===== config.mk =====
export PLATFORM = sky130hd
export DESIGN_NAME = area_resample_line
export DESIGN_NICKNAME = d
export VERILOG_FILES = /design/src/rtl/arl_pkg.sv /design/src/rtl/arl_div.sv /design/src/rtl/area_resample_line.sv
export SDC_FILE = /design/constraint.sdc
export NUM_CORES = 1
export LEC_CHECK = 0
export CORE_MARGIN = 8
export CORE_UTILIZATION = 62
export CTS_CLUSTER_DIAMETER = 50
export DETAILED_ROUTE_END_ITERATION = 10
export DONT_BUFFER_PORTS = 1
export HOLD_SLACK_MARGIN = 0.08
export PLACE_DENSITY = 0.78
export SYNTH_ARGS = -nofsm -noshare
export SYNTH_HDL_FRONTEND = slang
export SYNTH_SLANG_ARGS = --single-unit

===== constraint.sdc =====
create_clock -name clk_i -period 19.5 [get_ports clk_i]
set_clock_uncertainty 0.05 [all_clocks]
set_input_delay 1.95 -clock clk_i [delete_from_list [all_inputs] [get_ports clk_i]]
set_output_delay 1.95 -clock clk_i [all_outputs]
set_load 0.02 [all_outputs]

===== src/rtl/arl_pkg.sv =====
// ----------------------------------------------------------------------------
// arl_pkg
// shared types and constants of the area-averaging line resampler
// ----------------------------------------------------------------------------
package arl_pkg;

  localparam int PIX_W     = 8;
  localparam int CFG_W     = 13;
  localparam int CFG_IDX_W = 1;
  localparam int QUOT_W    = 9;
  localparam int NUM_CH    = 3;
  localparam int CH_W      = 2;

  localparam logic [CFG_IDX_W-1:0] REG_IN_LENGTH  = 1'b0;
  localparam logic [CFG_IDX_W-1:0] REG_OUT_LENGTH = 1'b1;

  localparam logic [PIX_W-1:0] PIX_MAX = {PIX_W{1'b1}};

  typedef struct packed {
    logic [PIX_W-1:0] red_in;
    logic [PIX_W-1:0] green_in;
    logic [PIX_W-1:0] blue_in;
  } in_item_t;

  typedef struct packed {
    logic [PIX_W-1:0] red_out;
    logic [PIX_W-1:0] green_out;
    logic [PIX_W-1:0] blue_out;
    logic             line_last;
  } out_item_t;

endpackage


===== src/rtl/arl_div.sv =====
// ----------------------------------------------------------------------------
// arl_div
// restoring divider, one quotient bit per cycle, computes num / (2 * den)
// ----------------------------------------------------------------------------
module arl_div #(
  parameter int LEN_W = 13
) (
  input  logic                           clk_i,
  input  logic                           rst_ni,
  input  logic                           start_i,
  input  logic [LEN_W+arl_pkg::QUOT_W-1:0] num_i,
  input  logic [LEN_W-1:0]               den_i,
  output logic                           done_o,
  output logic [arl_pkg::QUOT_W-1:0]     quot_o
);

  localparam int DW    = LEN_W + arl_pkg::QUOT_W;
  localparam int CNT_W = $clog2(arl_pkg::QUOT_W);

  logic                       busy_q;
  logic                       done_q;
  logic [CNT_W-1:0]           cnt_q;
  logic [DW-1:0]              rem_q;
  logic [DW-1:0]              dsh_q;
  logic [arl_pkg::QUOT_W-1:0] quot_q;
  logic                       fits;

  assign fits = (rem_q >= dsh_q);

  always_ff @(posedge clk_i or negedge rst_ni) begin
    if (!rst_ni) begin
      busy_q <= 1'b0;
      done_q <= 1'b0;
      cnt_q  <= '0;
    end else begin
      done_q <= 1'b0;
      if (start_i) begin
        busy_q <= 1'b1;
        cnt_q  <= '0;
      end else if (busy_q) begin
        if (cnt_q == CNT_W'(arl_pkg::QUOT_W - 1)) begin
          busy_q <= 1'b0;
          done_q <= 1'b1;
        end else begin
          cnt_q <= cnt_q + CNT_W'(1);
        end
      end
    end
  end

  // divisor starts at (2 * den) shifted up by the top quotient bit
  always_ff @(posedge clk_i) begin
    if (start_i) begin
      rem_q  <= num_i;
      dsh_q  <= {den_i, {arl_pkg::QUOT_W{1'b0}}};
      quot_q <= '0;
    end else if (busy_q) begin
      if (fits) begin
        rem_q <= rem_q - dsh_q;
      end
      dsh_q  <= dsh_q >> 1;
      quot_q <= {quot_q[arl_pkg::QUOT_W-2:0], fits};
    end
  end

  assign done_o = done_q;
  assign quot_o = quot_q;

  a_no_restart: assert property (@(posedge clk_i) disable iff (!rst_ni)
    start_i |-> !busy_q)
    else $error("divider started while busy");

  a_done_after_busy: assert property (@(posedge clk_i) disable iff (!rst_ni)
    done_q |-> $past(busy_q) && !busy_q)
    else $error("divider done without a finished run");

  a_done_pulse: assert property (@(posedge clk_i) disable iff (!rst_ni)
    done_q |=> !done_q)
    else $error("divider done held longer than one cycle");

endmodule


===== src/rtl/area_resample_line.sv =====
// ----------------------------------------------------------------------------
// area_resample_line
// one-dimensional area-averaging resampler for lines of rgb pixels
// ----------------------------------------------------------------------------
// usage
//   in channel (in_valid_i / in_ready_o / in_data_i): one source pixel per
//   transaction. out channel (out_valid_o / out_ready_i / out_data_o): one
//   resampled pixel per transaction, line_last set on the final pixel of a line.
//   cfg port: cfg_we_i writes in_length (index 0) or out_length (index 1);
//   any write restarts the line. write only while the block is idle.
// operation
//   a source pixel that closes no output passes through one accumulate step
//   only. each output it closes adds three channel divisions, run one after
//   another on one shared restoring divider (one quotient bit per cycle), and
//   a load of the output register; if source share is left, another accumulate
//   step follows. in_ready_o is low while a pixel is being worked on.
// reset and stall
//   after reset both lengths are 1 and the line is empty. a finished pixel
//   waits in the output register; work goes on until the next pixel must be
//   loaded there, and that step waits while out_valid_o is high and
//   out_ready_i is low.
// ----------------------------------------------------------------------------
module area_resample_line #(
  parameter int MAX_LEN     = 4096,
  parameter int MAX_UPSCALE = 32
) (
  input  logic                            clk_i,
  input  logic                            rst_ni,
  input  logic                            cfg_we_i,
  input  logic [arl_pkg::CFG_IDX_W-1:0]   cfg_idx_i,
  input  logic [arl_pkg::CFG_W-1:0]       cfg_data_i,
  input  arl_pkg::in_item_t               in_data_i,
  input  logic                            in_valid_i,
  output logic                            in_ready_o,
  output arl_pkg::out_item_t              out_data_o,
  output logic                            out_valid_o,
  input  logic                            out_ready_i
);

  localparam int LW  = $clog2(MAX_LEN + 1);
  localparam int SW  = $clog2((2 ** arl_pkg::PIX_W - 1) * MAX_LEN + 1);
  localparam int DW  = LW + arl_pkg::QUOT_W;
  localparam int UW  = $clog2(MAX_UPSCALE + 1);
  localparam int EW  = (LW + UW > arl_pkg::CFG_W) ? LW + UW : arl_pkg::CFG_W;
  localparam int PW  = arl_pkg::PIX_W;
  localparam int CHW = arl_pkg::CH_W;

  typedef enum logic [2:0] {
    ST_IDLE,
    ST_STEP,
    ST_DIV_START,
    ST_DIV_WAIT,
    ST_EMIT
  } state_e;

  state_e                     state_q, state_d;
  logic [arl_pkg::CFG_W-1:0]  in_len_q, in_len_d;
  logic [arl_pkg::CFG_W-1:0]  out_len_q, out_len_d;
  logic [LW-1:0]              src_q, src_d;
  logic [LW-1:0]              tgt_q, tgt_d;
  logic [LW-1:0]              cnt_q, cnt_d;
  logic [SW-1:0]              sum_q [arl_pkg::NUM_CH];
  logic [SW-1:0]              sum_d [arl_pkg::NUM_CH];
  logic [CHW-1:0]             ch_q, ch_d;
  logic                       out_valid_q, out_valid_d;
  logic [PW-1:0]              px_q [arl_pkg::NUM_CH];
  logic [PW-1:0]              px_d [arl_pkg::NUM_CH];
  logic [PW-1:0]              quot_q [arl_pkg::NUM_CH];
  logic [PW-1:0]              quot_d [arl_pkg::NUM_CH];
  arl_pkg::out_item_t         out_data_q, out_data_d;

  logic [EW-1:0]              in_ext, out_ext, up_lim;
  logic [LW-1:0]              li, lo;
  logic [LW-1:0]              take, src_rem, tgt_rem, cnt_inc;
  logic                       last, out_free;
  logic                       div_start, div_done;
  logic [DW-1:0]              div_num;
  logic [arl_pkg::QUOT_W-1:0] div_quot;

  // effective lengths: zero acts as one, saturate at MAX_LEN, limit upscale
  always_comb begin
    in_ext = EW'(in_len_q);
    if (in_ext == '0) begin
      in_ext = EW'(1);
    end else if (in_ext > EW'(MAX_LEN)) begin
      in_ext = EW'(MAX_LEN);
    end
    up_lim  = EW'(EW'(MAX_UPSCALE) * in_ext);
    out_ext = EW'(out_len_q);
    if (out_ext == '0) begin
      out_ext = EW'(1);
    end else if (out_ext > EW'(MAX_LEN)) begin
      out_ext = EW'(MAX_LEN);
    end
    if (out_ext > up_lim) begin
      out_ext = up_lim;
    end
  end

  assign li = LW'(in_ext);
  assign lo = LW'(out_ext);

  assign take     = (src_q < tgt_q) ? src_q : tgt_q;
  assign src_rem  = src_q - take;
  assign tgt_rem  = tgt_q - take;
  assign cnt_inc  = cnt_q + LW'(1);
  assign last     = (cnt_inc >= lo);
  assign out_free = !out_valid_q || out_ready_i;
  assign div_num  = DW'({sum_q[ch_q], 1'b0}) + DW'(li);

  arl_div #(
    .LEN_W (LW)
  ) u_div (
    .clk_i   (clk_i),
    .rst_ni  (rst_ni),
    .start_i (div_start),
    .num_i   (div_num),
    .den_i   (li),
    .done_o  (div_done),
    .quot_o  (div_quot)
  );

  always_comb begin
    state_d     = state_q;
    in_len_d    = in_len_q;
    out_len_d   = out_len_q;
    src_d       = src_q;
    tgt_d       = tgt_q;
    cnt_d       = cnt_q;
    sum_d       = sum_q;
    ch_d        = ch_q;
    px_d        = px_q;
    quot_d      = quot_q;
    out_data_d  = out_data_q;
    out_valid_d = out_valid_q && !out_ready_i;
    div_start   = 1'b0;

    case (state_q)
      ST_IDLE: begin
        if (in_valid_i) begin
          px_d[0] = in_data_i.red_in;
          px_d[1] = in_data_i.green_in;
          px_d[2] = in_data_i.blue_in;
          src_d   = lo;
          if (tgt_q == '0 || tgt_q > li) begin
            tgt_d = li;
          end
          state_d = ST_STEP;
        end
      end
      ST_STEP: begin
        for (int c = 0; c < arl_pkg::NUM_CH; c++) begin
          sum_d[c] = SW'(sum_q[c] + SW'(px_q[c]) * SW'(take));
        end
        src_d = src_rem;
        tgt_d = tgt_rem;
        if (tgt_rem == '0) begin
          ch_d    = '0;
          state_d = ST_DIV_START;
        end else begin
          state_d = ST_IDLE;
        end
      end
      ST_DIV_START: begin
        div_start = 1'b1;
        state_d   = ST_DIV_WAIT;
      end
      ST_DIV_WAIT: begin
        if (div_done) begin
          quot_d[ch_q] = div_quot[arl_pkg::QUOT_W-1] ? arl_pkg::PIX_MAX
                                                     : div_quot[PW-1:0];
          if (ch_q == CHW'(arl_pkg::NUM_CH - 1)) begin
            state_d = ST_EMIT;
          end else begin
            ch_d    = ch_q + CHW'(1);
            state_d = ST_DIV_START;
          end
        end
      end
      ST_EMIT: begin
        if (out_free) begin
          out_data_d.red_out   = quot_q[0];
          out_data_d.green_out = quot_q[1];
          out_data_d.blue_out  = quot_q[2];
          out_data_d.line_last = last;
          out_valid_d          = 1'b1;
          for (int c = 0; c < arl_pkg::NUM_CH; c++) begin
            sum_d[c] = '0;
          end
          tgt_d = li;
          if (last) begin
            cnt_d   = '0;
            src_d   = '0;
            state_d = ST_IDLE;
          end else begin
            cnt_d   = cnt_inc;
            state_d = (src_q == '0) ? ST_IDLE : ST_STEP;
          end
        end
      end
      default: begin
        state_d = ST_IDLE;
      end
    endcase

    // register write restarts the line; target share reloads on next pixel
    if (cfg_we_i) begin
      case (cfg_idx_i)
        arl_pkg::REG_IN_LENGTH: begin
          in_len_d = cfg_data_i;
        end
        arl_pkg::REG_OUT_LENGTH: begin
          out_len_d = cfg_data_i;
        end
        default: begin
        end
      endcase
      tgt_d = '0;
      cnt_d = '0;
      for (int c = 0; c < arl_pkg::NUM_CH; c++) begin
        sum_d[c] = '0;
      end
    end
  end

  always_ff @(posedge clk_i or negedge rst_ni) begin
    if (!rst_ni) begin
      state_q     <= ST_IDLE;
      in_len_q    <= arl_pkg::CFG_W'(1);
      out_len_q   <= arl_pkg::CFG_W'(1);
      src_q       <= '0;
      tgt_q       <= '0;
      cnt_q       <= '0;
      ch_q        <= '0;
      out_valid_q <= 1'b0;
      for (int c = 0; c < arl_pkg::NUM_CH; c++) begin
        sum_q[c] <= '0;
      end
    end else begin
      state_q     <= state_d;
      in_len_q    <= in_len_d;
      out_len_q   <= out_len_d;
      src_q       <= src_d;
      tgt_q       <= tgt_d;
      cnt_q       <= cnt_d;
      ch_q        <= ch_d;
      out_valid_q <= out_valid_d;
      sum_q       <= sum_d;
    end
  end

  always_ff @(posedge clk_i) begin
    px_q       <= px_d;
    quot_q     <= quot_d;
    out_data_q <= out_data_d;
  end

  assign in_ready_o  = (state_q == ST_IDLE);
  assign out_valid_o = out_valid_q;
  assign out_data_o  = out_data_q;

  a_busy_after_accept: assert property (@(posedge clk_i) disable iff (!rst_ni)
    in_valid_i && in_ready_o |=> !in_ready_o)
    else $error("input taken while a pixel is in work");

  a_step_share: assert property (@(posedge clk_i) disable iff (!rst_ni)
    (state_q == ST_STEP) |-> (tgt_q != '0) && (tgt_q <= li))
    else $error("target share out of range in accumulate step");

  a_count_range: assert property (@(posedge clk_i) disable iff (!rst_ni)
    cnt_q < lo)
    else $error("output count reached line length");

  a_div_done_wait: assert property (@(posedge clk_i) disable iff (!rst_ni)
    div_done |-> (state_q == ST_DIV_WAIT))
    else $error("division finished outside wait state");

  a_emit_source: assert property (@(posedge clk_i) disable iff (!rst_ni)
    $rose(out_valid_q) |-> ($past(state_q) == ST_EMIT))
    else $error("output loaded outside emit state");

endmodule

==> run metrics <==
GRT Total Usage 28.22%; hold-fix buffers at CTS 0; sequential share of the synthesized area 26.80%; Setup Buffers After CTS 0; EDFF count, synth 108; most common cell in the netlist inv_1; vias in the first global route 20.91k; Layout Utilization 67.06%; critical path arrival 8.27 ns; Layout Cells excl Fill 3344; root buffer cell clkbuf_16; vias per cell 5.903; layout cells sized above 1 6.279%; Netlist Area Pre-Place 0.02625 mm^2; RSZ-0062 raised after global routing false; later-pin clock latency in the skew report 0.59 ns; maxcap violations 0; placed cells 3266; run status completed; post_cts resized 0; Hold Crit Class reg -> reg; # DRC 0; Nets 3290; Ys Warns 0; Required @ worst endpoint 19.90 ns; Final setup viols 0; row count 75; fmax 127.0 MHz; area leader, netlist fa_1; wire per inst 20.39 um; Critical Path Start tgt_q[6]$_DFFE_PN0P_; HPWL Detailed 51780 um; R2R Path Start tgt_q[6]$_DFFE_PN0P_; final worst path period need 7.876 ns; Bufs on Longest Clock Path 3; area of the multi-input gates 0.01703 mm^2; R2R cell count 25; RePlAce Congestion 0.9340; GRT overflow 0; drt first pass iters 5; Hold Path Depth 0; Mapped Cells 2810; core box area 0.04185 mm^2; Worst Max-Slew Pin Slew 1.233 ns; fin crit share 40.39%; top cell type's share of synthesized area 19.52%; TritonCTS clock tree yes; WHS Endpoint out_data_o[9]$_DFFE_PP_; most used flip-flop cell after synthesis dfrtp_1; Netlist cell types 82; asr flop ratio synth 52.09%; syn nets 3330; Reg clk slew, reported paths 0.06 ns; Worst setup SP type flop; IO buf count 0; Final Max Slew Viols 0; Num CTS Buffers 41; Commonest cells post-synth 476 x inv_1, 294 x nand2_1, 256 x fa_1; filler cell count in the final layout 3279; I/O pins 70; DRT iter0 DRCs 1395; Fin Setup TNS 0 ns; wirelength, routed 68190 um; #FFs+latches synth 263; post-route ant nets 0; FF-to-FF End sum_q[59]$_DFFE_PN0P_; initial antenna violation count 1; starting density of the core 62.72%; Slew headroom 17.64%; r2r setup slk 11.62 ns; crit-path max cell delay 0.79 ns; CP max-delay cell inv_1; largest net degree at the start of global routing 138; crit end category flop; Avg Inst Size Synth 9.342 um^2; global-route wire length before repair 111600 um; Final Hold Vio Count 0; CTS Sinks 263; maximum level of the CTS H-tree 2; Synth area leaders fa_1 20%, dfrtp_1 13%, edfxtp_1 12%, ha_1 11%, inv_1 6.8%; Layout Area Growth over Synthesis 6.916%; Hold Slack 0.3669 ns; Die Wd 221.8 um; Register Area 0.007034 mm^2; Die Y-Extent 221.8 um; min-delay src quot_q[8]$_DFFE_PP_; full die area 0.04918 mm^2; kind of critical path reg -> reg; Crit Path Max Fanout 25; via count 19.74k
-- through the flow --
| step | worst slack (ns) | area [um^2] |
|---|---|---|
| 4_1_cts | 11.70 | 28060 |
| 3_3_place_gp | 11.91 | 26660 |
| 3_5_place_dp | 11.75 | 26660 |
| 2_1_floorplan | 12.73 | 26250 |
| 6_report | 11.62 | 28070 |
| 5_1_grt | 11.25 | 28060 |
-- state kept, by name (all words and copies together), names as in the netlist, 22 cells and up --
name and count:
sum_q 60, out_data_o 25, px_q 24, quot_q 24, u_div.dsh_q 22, u_div.rem_q 22
-- metal layers --
metal | routed length, um | vias up | global-route usage (%)
met2 | 32570 | 629 | 47.06
met4 | 2917 | 0 | 11.55
met5 | 0 | - | 0
met3 | 4869 | 169 | 6.057
met1 | 27830 | 9859 | 35.46
li1 | - | 9083 | -
-- cell families (layout without fill, tap and decap cells) --
| kind of cell | count (synthesis) | count (layout) | synth area share [%] |
|---|---|---|---|
| and+or+nand+nor | 841 | 841 | 15.89 |
| buffers and inverters | 580 | 573 | 8.427 |
| adders and majority gates | 477 | 477 | 30.06 |
| AOI/OAI and AO/OA | 447 | 447 | 11.30 |
| DFF | 263 | 263 | 26.80 |
| xor gates and xnor gates | 115 | 115 | 3.994 |
| muxes | 87 | 87 | 3.532 |
| other | 0 | 2 | 0 |
-- cells in the final DEF, fill, tap and decap left out, types with 30 or more instances in the layout --
master,instances
nor2b_1,183
clkbuf_16,42
nand2_1,294
nor3_1,30
mux2i_1,45
xor2_1,51
dfrtp_1,135
and2_1,54
inv_1,476
fa_1,256
nor2_1,120
mux2_2,41
a21oi_1,87
a21o_1,42
edfxtp_1,108
xnor2_1,61
ha_1,221
o21ai_0,128
nand3_1,47
-- area by class of cell --
class / count / share of cell area (%)
Clock inverter: 25 / 1.057
Antenna cell: 2 / 0.01783
Sequential cell: 263 / 25.06
Timing Repair Buffer: 16 / 0.4280
Tap cell: 539 / 2.403
Inverter: 481 / 6.433
Multi-Input combinational cell: 1967 / 60.66
Clock buffer: 51 / 3.937
-- critical path: cells and delay by family, from the launching register on --
kind / cells / cell delay, ns
and+or+nand+nor: 4 / 0.71
adders and majority gates: 6 / 2.56
xor gates and xnor gates: 1 / 0.18
AOI/OAI and AO/OA: 10 / 2.78
DFF: 1 / 0.40
buffers and inverters: 4 / 1.04
-- worst max-delay path by stage --
stage | slack, ns | to | cells after the start
6_report | 11.62 | sum_q[59]$_DFFE_PN0P_ | 25
5_1_grt | 11.25 | sum_q[59]$_DFFE_PN0P_ | 25
4_1_cts | 11.70 | sum_q[59]$_DFFE_PN0P_ | 25
3_5_place_dp | 11.75 | sum_q[59]$_DFFE_PN0P_ | 25
3_3_place_gp | 11.91 | sum_q[59]$_DFFE_PN0P_ | 25
2_1_floorplan | 12.73 | sum_q[19]$_DFFE_PN0P_ | 29
Power is not shown: default switching activity piles up to over one toggle a cycle in this logic, so the estimate is an artifact.
